**src/design/hall_encoder_rotor_angle_tracker_top_macros.svh**
```systemverilog
// assertion macros for the hall and encoder rotor angle tracker
`ifndef HALL_ENCODER_ROTOR_ANGLE_TRACKER_TOP_MACROS_SVH
`define HALL_ENCODER_ROTOR_ANGLE_TRACKER_TOP_MACROS_SVH

// condition holds at every edge out of reset
`define HERT_ASSERT_HOLDS(label, cond, msg) \
  label: assert property (@(posedge clk) disable iff (!rst_n) (cond)) \
    else $error(msg);

// consequent holds in the same cycle as the antecedent
`define HERT_ASSERT_IMPLIES(label, ante, cons, msg) \
  label: assert property (@(posedge clk) disable iff (!rst_n) (ante) |-> (cons)) \
    else $error(msg);

// consequent holds in the cycle after the antecedent
`define HERT_ASSERT_NEXT(label, ante, cons, msg) \
  label: assert property (@(posedge clk) disable iff (!rst_n) (ante) |=> (cons)) \
    else $error(msg);

`endif

```
**src/design/hert_pkg.sv**
```systemverilog
// shared constants, codes and sector tables of the rotor angle tracker
`default_nettype none
package hert_pkg;

  localparam int ANGLE_W      = 32;
  localparam int SPEED_W      = 48;
  localparam int SECT_ANGLE_W = 19;
  localparam int STEP_W       = 16;
  localparam int COUNT_W      = 13;
  localparam int TRANS_W      = 2;
  localparam int CFG_IDX_W    = 3;
  localparam int CFG_DATA_W   = 19;
  localparam int NUM_SECTORS  = 6;

  localparam int DEF_ENCODER_LINES = 5000;

  // speed divide: magnitude shifted up by 24 plus half divisor, over the divisor
  localparam int SPEED_DIV_VAL = 95493;
  localparam int DIV_W         = 17;
  localparam int SPEED_SHIFT   = 24;
  localparam logic [DIV_W-1:0] SPEED_DIVISOR = DIV_W'(SPEED_DIV_VAL);

  // reciprocal of the divisor scaled by 2^56, split in two halves
  localparam int RECIP_SHIFT = ANGLE_W + SPEED_SHIFT;
  localparam int RECIP_SPLIT = 20;
  localparam int RECIP_W     = 2 * RECIP_SPLIT;
  localparam logic [RECIP_W-1:0] SPEED_RECIP =
    RECIP_W'((64'd1 << RECIP_SHIFT) / 64'(SPEED_DIV_VAL));
  localparam logic [RECIP_SPLIT-1:0] RECIP_LO = SPEED_RECIP[RECIP_SPLIT-1:0];
  localparam logic [RECIP_SPLIT-1:0] RECIP_HI = SPEED_RECIP[RECIP_W-1:RECIP_SPLIT];

  // shared multiplier and remainder widths
  localparam int MUL_A_W = ANGLE_W;
  localparam int MUL_B_W = RECIP_SPLIT;
  localparam int MUL_P_W = MUL_A_W + MUL_B_W;
  localparam int ACC_W   = ANGLE_W + RECIP_W;
  localparam int REM_W   = RECIP_SPLIT;
  localparam logic [REM_W-1:0] REM_BIAS    = REM_W'(SPEED_DIV_VAL / 2);
  localparam logic [REM_W-1:0] REM_ONE_DIV = REM_W'(SPEED_DIV_VAL);
  localparam logic [REM_W-1:0] REM_TWO_DIV = REM_W'(2 * SPEED_DIV_VAL);
  localparam logic [REM_W-1:0] REM_LIMIT   = REM_W'(3 * SPEED_DIV_VAL);

  // register indexes
  localparam logic [CFG_IDX_W-1:0] REG_SECTOR_SIX   = 3'd0;
  localparam logic [CFG_IDX_W-1:0] REG_SECTOR_FOUR  = 3'd1;
  localparam logic [CFG_IDX_W-1:0] REG_SECTOR_FIVE  = 3'd2;
  localparam logic [CFG_IDX_W-1:0] REG_SECTOR_ONE   = 3'd3;
  localparam logic [CFG_IDX_W-1:0] REG_SECTOR_THREE = 3'd4;
  localparam logic [CFG_IDX_W-1:0] REG_SECTOR_TWO   = 3'd5;
  localparam logic [CFG_IDX_W-1:0] REG_STEP_ANGLE   = 3'd6;

  localparam logic [SECT_ANGLE_W-1:0] SECTOR_RESET [NUM_SECTORS] = '{
    19'd22387, 19'd95840, 19'd161369, 19'd237385, 19'd300352, 19'd362702
  };
  localparam logic [STEP_W-1:0] STEP_RESET = 16'd412;

  // transition codes
  localparam logic [TRANS_W-1:0] TR_NONE    = 2'd0;
  localparam logic [TRANS_W-1:0] TR_FWD     = 2'd1;
  localparam logic [TRANS_W-1:0] TR_BWD     = 2'd2;
  localparam logic [TRANS_W-1:0] TR_INVALID = 2'd3;

  // action codes
  localparam logic ACT_HALL    = 1'b0;
  localparam logic ACT_ENCODER = 1'b1;

  typedef logic [2:0] sector_t;

  function automatic logic sector_ok(input sector_t s);
    return (s != 3'd0) && (s != 3'd7);
  endfunction

  function automatic logic [CFG_IDX_W-1:0] sector_reg_idx(input sector_t s);
    logic [CFG_IDX_W-1:0] idx;
    case (s)
      3'd1:    idx = REG_SECTOR_ONE;
      3'd2:    idx = REG_SECTOR_TWO;
      3'd3:    idx = REG_SECTOR_THREE;
      3'd4:    idx = REG_SECTOR_FOUR;
      3'd5:    idx = REG_SECTOR_FIVE;
      default: idx = REG_SECTOR_SIX;
    endcase
    return idx;
  endfunction

  // forward order 6-4-5-1-3-2
  function automatic sector_t fwd_next(input sector_t s);
    sector_t n;
    case (s)
      3'd1:    n = 3'd3;
      3'd2:    n = 3'd6;
      3'd3:    n = 3'd2;
      3'd4:    n = 3'd5;
      3'd5:    n = 3'd1;
      3'd6:    n = 3'd4;
      default: n = 3'd0;
    endcase
    return n;
  endfunction

endpackage
`default_nettype wire

```
**src/design/hall_encoder_rotor_angle_tracker_top.sv**
```systemverilog
// rotor angle tracker from hall lines and encoder count, top level
// usage:
// - input channel (in_valid/in_ready) takes one word per item: a hall edge
//   (in_action low) or an encoder sample (in_action high)
// - result channel (out_valid/out_ready) gives one word per item: angle,
//   held speed and transition code
// - cfg channel writes the six sector entry angles and the encoder step
//   angle; cfg_ready always high, so the user writes only while the block is idle
// - hall item: the sector is stored on acceptance and the result word is
//   registered in S_EMIT; the next word is taken only after that
// - encoder item: one multiply, one add, one subtract, one negate, then the
//   speed divide by reciprocal on one shared 32 x 20 bit multiplier (low
//   half, high half, remainder) and a final correction; the result word is
//   registered in S_EMIT and the next word is taken only after that
// - in_ready is high only while no item is being worked on
// - the output register holds a finished word while out_ready is low; the
//   next item is still accepted and waits for the register to free up
// - synchronous reset clears angle, speed, last sector and output valid,
//   and reloads the configuration registers with their defaults
`default_nettype none
`include "hall_encoder_rotor_angle_tracker_top_macros.svh"

module hall_encoder_rotor_angle_tracker_top
  import hert_pkg::*;
#(
  parameter int ENCODER_LINES = DEF_ENCODER_LINES
) (
  input  wire logic                     clk,
  input  wire logic                     rst_n,
  input  wire logic                     in_valid,
  output logic                          in_ready,
  input  wire logic                     in_action,
  input  wire logic                     in_hall_u,
  input  wire logic                     in_hall_v,
  input  wire logic                     in_hall_w,
  input  wire logic [COUNT_W-1:0]       in_encoder_count,
  output logic                          out_valid,
  input  wire logic                     out_ready,
  output logic signed [ANGLE_W-1:0]     out_rotor_angle,
  output logic signed [SPEED_W-1:0]     out_rotor_speed,
  output logic [TRANS_W-1:0]            out_transition,
  input  wire logic                     cfg_valid,
  output logic                          cfg_ready,
  input  wire logic [CFG_IDX_W-1:0]     cfg_index,
  input  wire logic [CFG_DATA_W-1:0]    cfg_data
);

  localparam int HALF_LINES = ENCODER_LINES / 2;
  localparam int DELTA_W = ((HALF_LINES >= (1 << COUNT_W)) ?
                            $clog2(HALF_LINES + 1) : COUNT_W) + 1;
  localparam int PROD_W  = DELTA_W + STEP_W + 1;
  localparam int PRODX_W = (PROD_W > ANGLE_W) ? PROD_W : ANGLE_W;
  localparam logic signed [DELTA_W-1:0] HALF_VAL = DELTA_W'(HALF_LINES);

  localparam logic [3:0] S_IDLE = 4'd0;
  localparam logic [3:0] S_ADD  = 4'd1;
  localparam logic [3:0] S_DIFF = 4'd2;
  localparam logic [3:0] S_ABS  = 4'd3;
  localparam logic [3:0] S_MLO  = 4'd4;
  localparam logic [3:0] S_MHI  = 4'd5;
  localparam logic [3:0] S_REM  = 4'd6;
  localparam logic [3:0] S_FIX  = 4'd7;
  localparam logic [3:0] S_EMIT = 4'd8;

  logic [3:0]                state_r, state_nxt;
  sector_t                   last_sector_r, last_sector_nxt;
  logic [ANGLE_W-1:0]        tracked_angle_r, tracked_angle_nxt;
  logic [ANGLE_W-1:0]        angle_at_last_r, angle_at_last_nxt;
  logic [SPEED_W-1:0]        held_speed_r, held_speed_nxt;
  logic [TRANS_W-1:0]        trans_r, trans_nxt;
  logic [ANGLE_W-1:0]        prod_r, prod_nxt;
  logic [ANGLE_W-1:0]        mag_r, mag_nxt;
  logic                      neg_r, neg_nxt;
  logic [ACC_W-1:0]          acc_r, acc_nxt;
  logic [REM_W-1:0]          rem_r, rem_nxt;
  logic [SPEED_W-1:0]        quot_r, quot_nxt;
  logic                      out_valid_r, out_valid_nxt;
  logic [ANGLE_W-1:0]        out_angle_r, out_angle_nxt;
  logic [SPEED_W-1:0]        out_speed_r, out_speed_nxt;
  logic [TRANS_W-1:0]        out_trans_r, out_trans_nxt;

  logic [SECT_ANGLE_W-1:0]   sector_angle_r [NUM_SECTORS];
  logic [STEP_W-1:0]         step_angle_r;

  // hall decode
  sector_t                   cur_sector;
  logic                      both_ok, hall_fwd, hall_bwd, hall_rep;
  logic [CFG_IDX_W-1:0]      snap_idx;
  logic [SECT_ANGLE_W-1:0]   snap_angle;
  logic [TRANS_W-1:0]        hall_trans;

  // encoder path
  logic signed [DELTA_W-1:0] delta_s;
  logic signed [STEP_W:0]    step_s;
  logic signed [PROD_W-1:0]  prod_w;
  logic signed [PRODX_W-1:0] prod_ext;
  logic [ANGLE_W-1:0]        angle_diff;
  logic [ANGLE_W-1:0]        diff_abs;

  // shared multiplier of the speed divide
  logic [MUL_A_W-1:0]        mul_a;
  logic [MUL_B_W-1:0]        mul_b;
  logic [MUL_P_W-1:0]        mul_p;
  logic [RECIP_W-1:0]        quot_est;
  logic [1:0]                quot_fix;

  assign cur_sector = {in_hall_u, in_hall_w, in_hall_v};
  assign both_ok    = sector_ok(cur_sector) && sector_ok(last_sector_r);
  assign hall_rep   = both_ok && (cur_sector == last_sector_r);
  assign hall_fwd   = both_ok && !hall_rep && (fwd_next(last_sector_r) == cur_sector);
  assign hall_bwd   = both_ok && !hall_rep && (fwd_next(cur_sector) == last_sector_r);
  assign snap_idx   = hall_fwd ? sector_reg_idx(cur_sector) : sector_reg_idx(last_sector_r);
  assign snap_angle = sector_angle_r[snap_idx];

  always_comb begin
    if (hall_fwd) begin
      hall_trans = TR_FWD;
    end else if (hall_bwd) begin
      hall_trans = TR_BWD;
    end else if (hall_rep) begin
      hall_trans = TR_NONE;
    end else begin
      hall_trans = TR_INVALID;
    end
  end

  assign delta_s  = signed'(DELTA_W'(in_encoder_count)) - HALF_VAL;
  assign step_s   = signed'({1'b0, step_angle_r});
  assign prod_w   = PROD_W'(delta_s) * PROD_W'(step_s);
  assign prod_ext = PRODX_W'(prod_w);

  assign angle_diff = tracked_angle_r - angle_at_last_r;
  assign diff_abs   = ANGLE_W'(0) - mag_r;

  always_comb begin
    case (state_r)
      S_MHI: begin
        mul_a = mag_r;
        mul_b = RECIP_HI;
      end
      S_REM: begin
        mul_a = MUL_A_W'(quot_est[REM_W-1:0]);
        mul_b = MUL_B_W'(SPEED_DIVISOR);
      end
      default: begin
        mul_a = mag_r;
        mul_b = RECIP_LO;
      end
    endcase
  end

  assign mul_p    = MUL_P_W'(mul_a) * MUL_P_W'(mul_b);
  assign quot_est = acc_r[ACC_W-1 -: RECIP_W];

  // estimate is at most two below the rounded quotient
  always_comb begin
    if (rem_r >= REM_TWO_DIV) begin
      quot_fix = 2'd2;
    end else if (rem_r >= REM_ONE_DIV) begin
      quot_fix = 2'd1;
    end else begin
      quot_fix = 2'd0;
    end
  end

  always_comb begin
    state_nxt         = state_r;
    last_sector_nxt   = last_sector_r;
    tracked_angle_nxt = tracked_angle_r;
    angle_at_last_nxt = angle_at_last_r;
    held_speed_nxt    = held_speed_r;
    trans_nxt         = trans_r;
    prod_nxt          = prod_r;
    mag_nxt           = mag_r;
    neg_nxt           = neg_r;
    acc_nxt           = acc_r;
    rem_nxt           = rem_r;
    quot_nxt          = quot_r;
    out_valid_nxt     = out_valid_r && !out_ready;
    out_angle_nxt     = out_angle_r;
    out_speed_nxt     = out_speed_r;
    out_trans_nxt     = out_trans_r;
    case (state_r)
      S_IDLE: begin
        if (in_valid) begin
          if (in_action == ACT_HALL) begin
            last_sector_nxt = cur_sector;
            trans_nxt       = hall_trans;
            if (hall_fwd || hall_bwd) begin
              tracked_angle_nxt = ANGLE_W'(snap_angle);
            end
            state_nxt = S_EMIT;
          end else begin
            trans_nxt = TR_NONE;
            prod_nxt  = prod_ext[ANGLE_W-1:0];
            state_nxt = S_ADD;
          end
        end
      end
      S_ADD: begin
        tracked_angle_nxt = tracked_angle_r + prod_r;
        state_nxt         = S_DIFF;
      end
      S_DIFF: begin
        mag_nxt           = angle_diff;
        neg_nxt           = angle_diff[ANGLE_W-1];
        angle_at_last_nxt = tracked_angle_r;
        state_nxt         = S_ABS;
      end
      S_ABS: begin
        if (neg_r) begin
          mag_nxt = diff_abs;
        end
        state_nxt = S_MLO;
      end
      S_MLO: begin
        acc_nxt   = ACC_W'(mul_p);
        state_nxt = S_MHI;
      end
      S_MHI: begin
        acc_nxt   = acc_r + {mul_p, {RECIP_SPLIT{1'b0}}};
        state_nxt = S_REM;
      end
      S_REM: begin
        rem_nxt   = REM_BIAS - mul_p[REM_W-1:0];
        quot_nxt  = neg_r ? (SPEED_W'(0) - SPEED_W'(quot_est)) : SPEED_W'(quot_est);
        state_nxt = S_FIX;
      end
      S_FIX: begin
        held_speed_nxt = neg_r ? (quot_r - SPEED_W'(quot_fix))
                               : (quot_r + SPEED_W'(quot_fix));
        state_nxt      = S_EMIT;
      end
      S_EMIT: begin
        if (!out_valid_r || out_ready) begin
          out_valid_nxt = 1'b1;
          out_angle_nxt = tracked_angle_r;
          out_speed_nxt = held_speed_r;
          out_trans_nxt = trans_r;
          state_nxt     = S_IDLE;
        end
      end
      default: begin
        state_nxt = S_IDLE;
      end
    endcase
  end

  always_ff @(posedge clk) begin
    if (!rst_n) begin
      state_r         <= S_IDLE;
      last_sector_r   <= '0;
      tracked_angle_r <= '0;
      angle_at_last_r <= '0;
      held_speed_r    <= '0;
      out_valid_r     <= 1'b0;
    end else begin
      state_r         <= state_nxt;
      last_sector_r   <= last_sector_nxt;
      tracked_angle_r <= tracked_angle_nxt;
      angle_at_last_r <= angle_at_last_nxt;
      held_speed_r    <= held_speed_nxt;
      out_valid_r     <= out_valid_nxt;
    end
  end

  always_ff @(posedge clk) begin
    trans_r     <= trans_nxt;
    prod_r      <= prod_nxt;
    mag_r       <= mag_nxt;
    neg_r       <= neg_nxt;
    acc_r       <= acc_nxt;
    rem_r       <= rem_nxt;
    quot_r      <= quot_nxt;
    out_angle_r <= out_angle_nxt;
    out_speed_r <= out_speed_nxt;
    out_trans_r <= out_trans_nxt;
  end

  // configuration registers
  always_ff @(posedge clk) begin
    if (!rst_n) begin
      sector_angle_r <= SECTOR_RESET;
      step_angle_r   <= STEP_RESET;
    end else if (cfg_valid && cfg_ready) begin
      case (cfg_index)
        REG_SECTOR_SIX, REG_SECTOR_FOUR, REG_SECTOR_FIVE,
        REG_SECTOR_ONE, REG_SECTOR_THREE, REG_SECTOR_TWO: begin
          sector_angle_r[cfg_index] <= cfg_data;
        end
        REG_STEP_ANGLE: begin
          step_angle_r <= cfg_data[STEP_W-1:0];
        end
        default: begin
        end
      endcase
    end
  end

  assign in_ready        = (state_r == S_IDLE);
  assign cfg_ready       = 1'b1;
  assign out_valid       = out_valid_r;
  assign out_rotor_angle = signed'(out_angle_r);
  assign out_rotor_speed = signed'(out_speed_r);
  assign out_transition  = out_trans_r;

  `HERT_ASSERT_IMPLIES(a_rem_range, state_r == S_FIX, rem_r < REM_LIMIT, "remainder out of range")
  `HERT_ASSERT_NEXT(a_mlo_then_mhi, state_r == S_MLO, state_r == S_MHI, "multiply halves out of order")
  `HERT_ASSERT_NEXT(a_fix_emits, state_r == S_FIX, state_r == S_EMIT, "speed not handed over")
  `HERT_ASSERT_IMPLIES(a_out_from_emit, $rose(out_valid_r), $past(state_r) == S_EMIT, "word raised outside emit")

endmodule
`default_nettype wire
```
**config.mk**
```make
export PLATFORM = sky130hd
export DESIGN_NAME = hall_encoder_rotor_angle_tracker_top
export DESIGN_NICKNAME = d
export VERILOG_FILES = /design/src/design/hert_pkg.sv /design/src/design/hall_encoder_rotor_angle_tracker_top.sv
export VERILOG_INCLUDE_DIRS = /design/src /design/src/design
export SDC_FILE = /design/constraint.sdc
export NUM_CORES = 2
export LEC_CHECK = 0
export BUFFER_PORTS_ARGS = -buffer_cell sky130_fd_sc_hd__buf_2
export CORE_MARGIN = 8
export CORE_UTILIZATION = 55
export DETAILED_ROUTE_END_ITERATION = 7
export PLACE_DENSITY = 0.71
export SYNTH_ARGS = -nofsm -noshare
export SYNTH_HDL_FRONTEND = slang
export SYNTH_SLANG_ARGS = --single-unit
```
**constraint.sdc**
```tcl
create_clock -name clk -period 14.6 [get_ports clk]
set_input_delay 1.46 -clock clk [delete_from_list [all_inputs] [get_ports clk]]
set_output_delay 1.46 -clock clk [all_outputs]
set_load 0.01 [all_outputs]
```
After elaboration in Yosys (flattened, before gate mapping)
Cells that the tools add are included.
{"block": "word_totals", "in_bits": 44, "word_cells": 145, "out_inout_bits": 85, "reg_bits": 531}
{"block": "classes", "add_sub_neg": 9, "bitwise_logic": 3, "magnitude_cmp": 5, "reduce_logical": 32, "n_mux": 33, "n_eq_ne": 36, "multipliers": 2}
{"op": "32-bit two-way mux", "count": 5}
{"op": "72-bit one-hot mux with 2 select lines", "count": 1}
{"op": "32-bit one-hot mux with 2 select lines", "count": 2}
{"op": "114-bit bitwise mux", "count": 1}
{"op": "72-bit adder", "count": 1}
{"op": "19-bit binary-select mux with 3-bit select", "count": 1}
{"op": "19-bit demux with 3-bit select", "count": 1}
{"op": "19-bit two-way mux", "count": 3}
{"op": "32-bit by 20-bit multiplier with 52-bit output", "count": 1}
{"op": "48-bit by 2-bit adder with 48-bit output", "count": 1}
{"op": "48-bit two-way mux", "count": 1}
{"op": "48-bit by 2-bit subtractor with 48-bit output", "count": 1}
{"op": "1-bit by 40-bit subtractor with 41-bit output (first input constant)", "count": 1}
{"op": "40-bit two-way mux", "count": 1}
{"op": "20-bit one-hot mux with 2 select lines", "count": 1}
{"op": "3-bit one-hot mux with 6 select lines", "count": 2}
{"op": "4-bit one-hot mux with 9 select lines", "count": 1}
{"op": "32-bit adder", "count": 1}
{"op": "1-bit by 32-bit subtractor with 32-bit output (first input constant)", "count": 1}
{"op": "32-bit subtractor", "count": 1}
{"op": "14-bit by 17-bit multiplier with 31-bit output", "count": 1}
{"op": "3-bit one-hot mux with 5 select lines", "count": 2}
{"op": "3-bit == test (second input constant)", "count": 9}
{"op": "20-bit by 17-bit >= comparator with 1-bit output (second input constant)", "count": 1}
{"op": "33 further kinds", "count": 79}

Longest topological paths before layout
{"block": "logic_depth", "depth_word": 16, "depth_mapped": 46, "ltp_nobuf": 43}

Worst setup path after synthesis
OpenSTA, ideal clock, no wires.
{"block": "synth_timing", "path_kind": "flip-flop to flip-flop", "start": "reg state_r[1]", "end": "reg acc_r[69] (data pin)", "synth_period_minus_slack_ns": 11.683, "setup_ns": 0.266, "setup_slack_ns": 2.917, "arrival_time_ns": 11.417, "required_time_ns": 14.334, "path_stages_with_launch": 45, "path_buffers": 5, "cell_sequence": "dfxtp_1 clkbuf_1 nand3_1 inv_1 clkbuf_1 clkbuf_1 nand2_1 nand2_1 nand2_1 nand2_1 ha_1 inv_1 fa_1 inv_1 fa_1 fa_1 inv_1 fa_1 [9 not listed] o21ai_0 a221o_1 a21boi_0 o21ai_0 xor2_1 ha_1 clkbuf_1 a21o_1 a21o_1 a21oi_1 o21ai_0 o311ai_0 o211ai_1 o21ai_0 o31ai_1 a221oi_1 xor2_1 nor2_1"}
{"block": "synth_between", "elab_chain_len": 5, "elab_cells_between_ends": 8, "classes_between": "add/sub (1); mul (1); eq/ne (3); mux (3)"}
{"element": "start, declared", "line_no": "hall_encoder_rotor_angle_tracker_top.sv:65", "source": "logic [3:0] state_r, state_nxt;"}
{"element": "start signal, assigned", "line_no": "hall_encoder_rotor_angle_tracker_top.sv:258", "source": "state_r <= state_nxt;"}
{"element": "4-bit by 3-bit == test with 1-bit output (on tied branches)", "line_no": "hall_encoder_rotor_angle_tracker_top.sv:136, hall_encoder_rotor_angle_tracker_top.sv:183"}
{"element": "20-bit one-hot mux with 2 select lines / 32-bit two-way mux (equally long branches)", "line_no": "hall_encoder_rotor_angle_tracker_top.sv:136", "source": "case (state_r)"}
{"element": "32-bit by 20-bit multiplier with 52-bit output", "line_no": "hall_encoder_rotor_angle_tracker_top.sv:152", "source": "assign mul_p = MUL_P_W'(mul_a) * MUL_P_W'(mul_b);"}
{"element": "72-bit adder", "line_no": "hall_encoder_rotor_angle_tracker_top.sv:221", "source": "acc_nxt = acc_r + {mul_p, {RECIP_SPLIT{1'b0}}};"}
{"element": "72-bit one-hot mux with 2 select lines (*)", "line_no": "hall_encoder_rotor_angle_tracker_top.sv:183", "source": "case (state_r)"}
{"element": "end signal, assigned", "line_no": "hall_encoder_rotor_angle_tracker_top.sv:272", "source": "acc_r <= acc_nxt;"}
{"element": "end, declared", "line_no": "hall_encoder_rotor_angle_tracker_top.sv:74", "source": "logic [ACC_W-1:0] acc_r, acc_nxt;"}
Every way passes the cells marked *; elsewhere a longest branch is shown, timed or not.
A chain may end at the register's enable or synchronous reset.

Worst setup path after layout
{"block": "layout_timing", "start": "reg state_r[3]", "end": "reg acc_r[69] (data pin)"}
Same word-level chain as after synthesis.

==> results by group <==
Layout
  – # nets final: 7116
  – Share of the core filled with cells: 59.2%
  – Share of post-route cells with drive strength above 1: 5.93%
  – Count of non-filler cells in the finished layout: 7271
  – Most common cell after layout, fill and taps aside: sky130_fd_sc_hd__inv_1
  – Leading cell types in the layout, fill and taps excluded: 947 x sky130_fd_sc_hd__inv_1, 817 x sky130_fd_sc_hd__nand2_1, 639 x sky130_fd_sc_hd__fa_1, 497 x sky130_fd_sc_hd__ha_1, 261 x sky130_fd_sc_hd__edfxtp_1
  – Diode count: 0
  – Synthesis-to-layout area growth: 7.24%

Worst setup path
  – Crit Path Max Fanout: 44
  – Kind of critical path: reg -> reg
  – CP Data Arrival Time: 11.94 ns
  – Critical path required time: 14.97 ns
  – Largest stage delay, worst path: 0.73 ns
  – Cell family contributing the most delay on the critical path: adder cells
  – Buffers and inverters on the worst path: 5
  – Sort of element at the end of the critical path: flip-flop
  – Most Frequent Cell on Critical Path: sky130_fd_sc_hd__fa_1
  – Element type at the critical path start: flip-flop
  – Cell with the biggest individual delay on the critical path: sky130_fd_sc_hd__a2111oi_0

Status
  – Status: finished, final reports clean

Logic synthesis
  – Cell area after technology mapping: 54000 um2
  – Count of flip-flops with a built-in enable after synthesis: 261
  – Register area share after synthesis: 23.8%
  – Synthesized instance count: 5894
  – Async S/R FF share, synth: 0%
  – Mean instance size in the synthesized netlist: 9.17 um2
  – Number of unique standard cell types used by synthesis: 78
  – Predominant post-synthesis flop cell: sky130_fd_sc_hd__edfxtp_1
  – Warnings from Yosys: 0
  – Register bit total from synthesis: 511

Floorplan
  – Die Wd: 329 um
  – Vert. Die Dim: 329 um
  – Area of the die: 109000 um2
  – Cell Rows: 115
  – Top-Level Pins: 129
  – Starting density of the core: 55.2%
  – Core footprint: 97800 um2

Placement
  – Port-buffer cells: 127
  – Placed instance count: 7165
  – Gp weighted congestion: 1.00
  – Hpwl dp: 117 mm

GRT
  – Number of global-route vias before repair: 41400
  – GRT Resource Usage Total: 26.2%
  – Total grt overflow: 0
  – Wire length of the first global-routing pass: 227 mm
  – Number of antenna violations at the first check in global routing: 0
  – Largest net degree at the start of global routing: 105

Clocking
  – Number of hold buffers added after CTS: 0
  – Number of buffers added by the clock tree synthesis step: 56
  – Clock tree from TritonCTS: yes
  – Clock-pin transition on the worst setup and hold timing paths: 0.06 ns
  – Buffer count from post-CTS setup fixing: 0
  – Number of cells upsized or downsized after cts: 0
  – H-tree depth: 2
  – Number of buffers on the longest clock path: 3
  – Num Clock Sinks: 511
  – Clock Latency Late Sink: 0.67 ns
  – CTS root buffer: sky130_fd_sc_hd__clkbuf_16

Routing
  – Number of nets with antenna violations after detailed routing: 0
  – Iteration-0 DRC count of the detailed router: 2666
  – Vias per inst: 5.62
  – Drt wl/cell: 19.6 um
  – Iteration count of the initial detailed-routing pass: 8
  – Overall routed net length: 142 mm
  – Number of design rule violations left after detail routing: 0
  – Total vias in the final route: 40900

STA
  – Transition time at the pin with the least slew margin: 1.17 ns
  – Setup Viol. Count Final: 0
  – Final cycle utilization of the critical path: 79.2%
  – RSZ-0062 raised after global routing: false
  – Setup TNS after final layout: 0 ns
  – Final-report hold violation count: 0
  – Highest Clock Rate: 86.4 MHz
  – Time the final worst path needs with I/O delays and setup: 11.57 ns
  – Headroom to the max-slew limit: 22.0%
  – Setup skew after layout: 0.0871 ns
  – Max-slew violation count: 0

Worst hold path
  – Type of the most critical hold path: reg -> reg

Job
  – Max Cap Violations: 0
per-layer routing:
layer  global-route usage [%]  vias up  wire length (um)
met1                     32.1    20000             57500
li1                         -    19400                 -
met4                     12.1        0              7640
met2                     46.2     1128             70700
met5                        0        -                 0
met3                     3.10      350              6730
sequential cells by signal (all words and copies together) (netlist names), 20 cells and up:
signal	flops
acc_r	52
angle_at_last_r	32
held_speed_r	48
mag_r	32
out_rotor_angle	32
out_rotor_speed	48
prod_r	31
quot_r	41
rem_r	20
sector_angle_r	114
tracked_angle_r	32
cell usage after synthesis, types with 119 or more instances:
cell type                  instances  area, um2
sky130_fd_sc_hd__a21oi_1         251       1260
sky130_fd_sc_hd__nand3_1         126        631
sky130_fd_sc_hd__a21boi_0        119        893
sky130_fd_sc_hd__nor2_1          241        905
sky130_fd_sc_hd__inv_1           948       3560
sky130_fd_sc_hd__o21ai_0         257       1290
sky130_fd_sc_hd__ha_1            497       6220
sky130_fd_sc_hd__edfxtp_1        261       7840
sky130_fd_sc_hd__a21o_1          128        961
sky130_fd_sc_hd__and2_1          129        807
sky130_fd_sc_hd__xnor2_1         199       1740
sky130_fd_sc_hd__fa_1            639      12800
sky130_fd_sc_hd__clkbuf_1        190        713
sky130_fd_sc_hd__dfxtp_1         250       5000
sky130_fd_sc_hd__nand2_1         817       3070
per-stage QoR:
stage / cell area, um2 / hold WS [ns] / setup WS, ns
after floorplan: 54100 / 0.400 / 2.92
after detailed placement: 56000 / 0.407 / 3.19
after global placement: 56000 / 0.401 / 3.39
final: 58000 / 0.428 / 3.03
after CTS: 58000 / 0.430 / 3.09
after global routing: 58000 / 0.441 / 2.19
path summary, 6_finish.rpt:
check                                 startpoint             endpoint  slack (ns)  cells after the start
worst max-delay path                  state_r[3]            acc_r[69]        3.03                     37
worst min-delay path            held_speed_r[18]  out_rotor_speed[18]        0.43                      0
worst max register to register        state_r[3]            acc_r[69]        3.03                     37
worst min register to register  held_speed_r[18]  out_rotor_speed[18]        0.43                      0
kinds of logic after synthesis:
family | share of synthesized area [%]
fa+ha+maj | 35.2
other cells | 0.0139
flops | 23.8
buf+inv | 8.07
xor+xnor | 4.88
mux | 1.49
compound gates | 12.6
simple gates | 14.1
final cells by class:
type | instances | area [um2]
inverters | 948 | 3560
well taps | 1287 | 1610
clock inverters | 35 | 453
fillers | 8570 | 39900
multi-input cells | 4251 | 37000
clock buffers | 71 | 1550
flip-flops and latches | 511 | 12800
repair buffers | 168 | 950
Power is not shown: default switching activity piles up to over one toggle a cycle in this logic, so the estimate is an artifact.
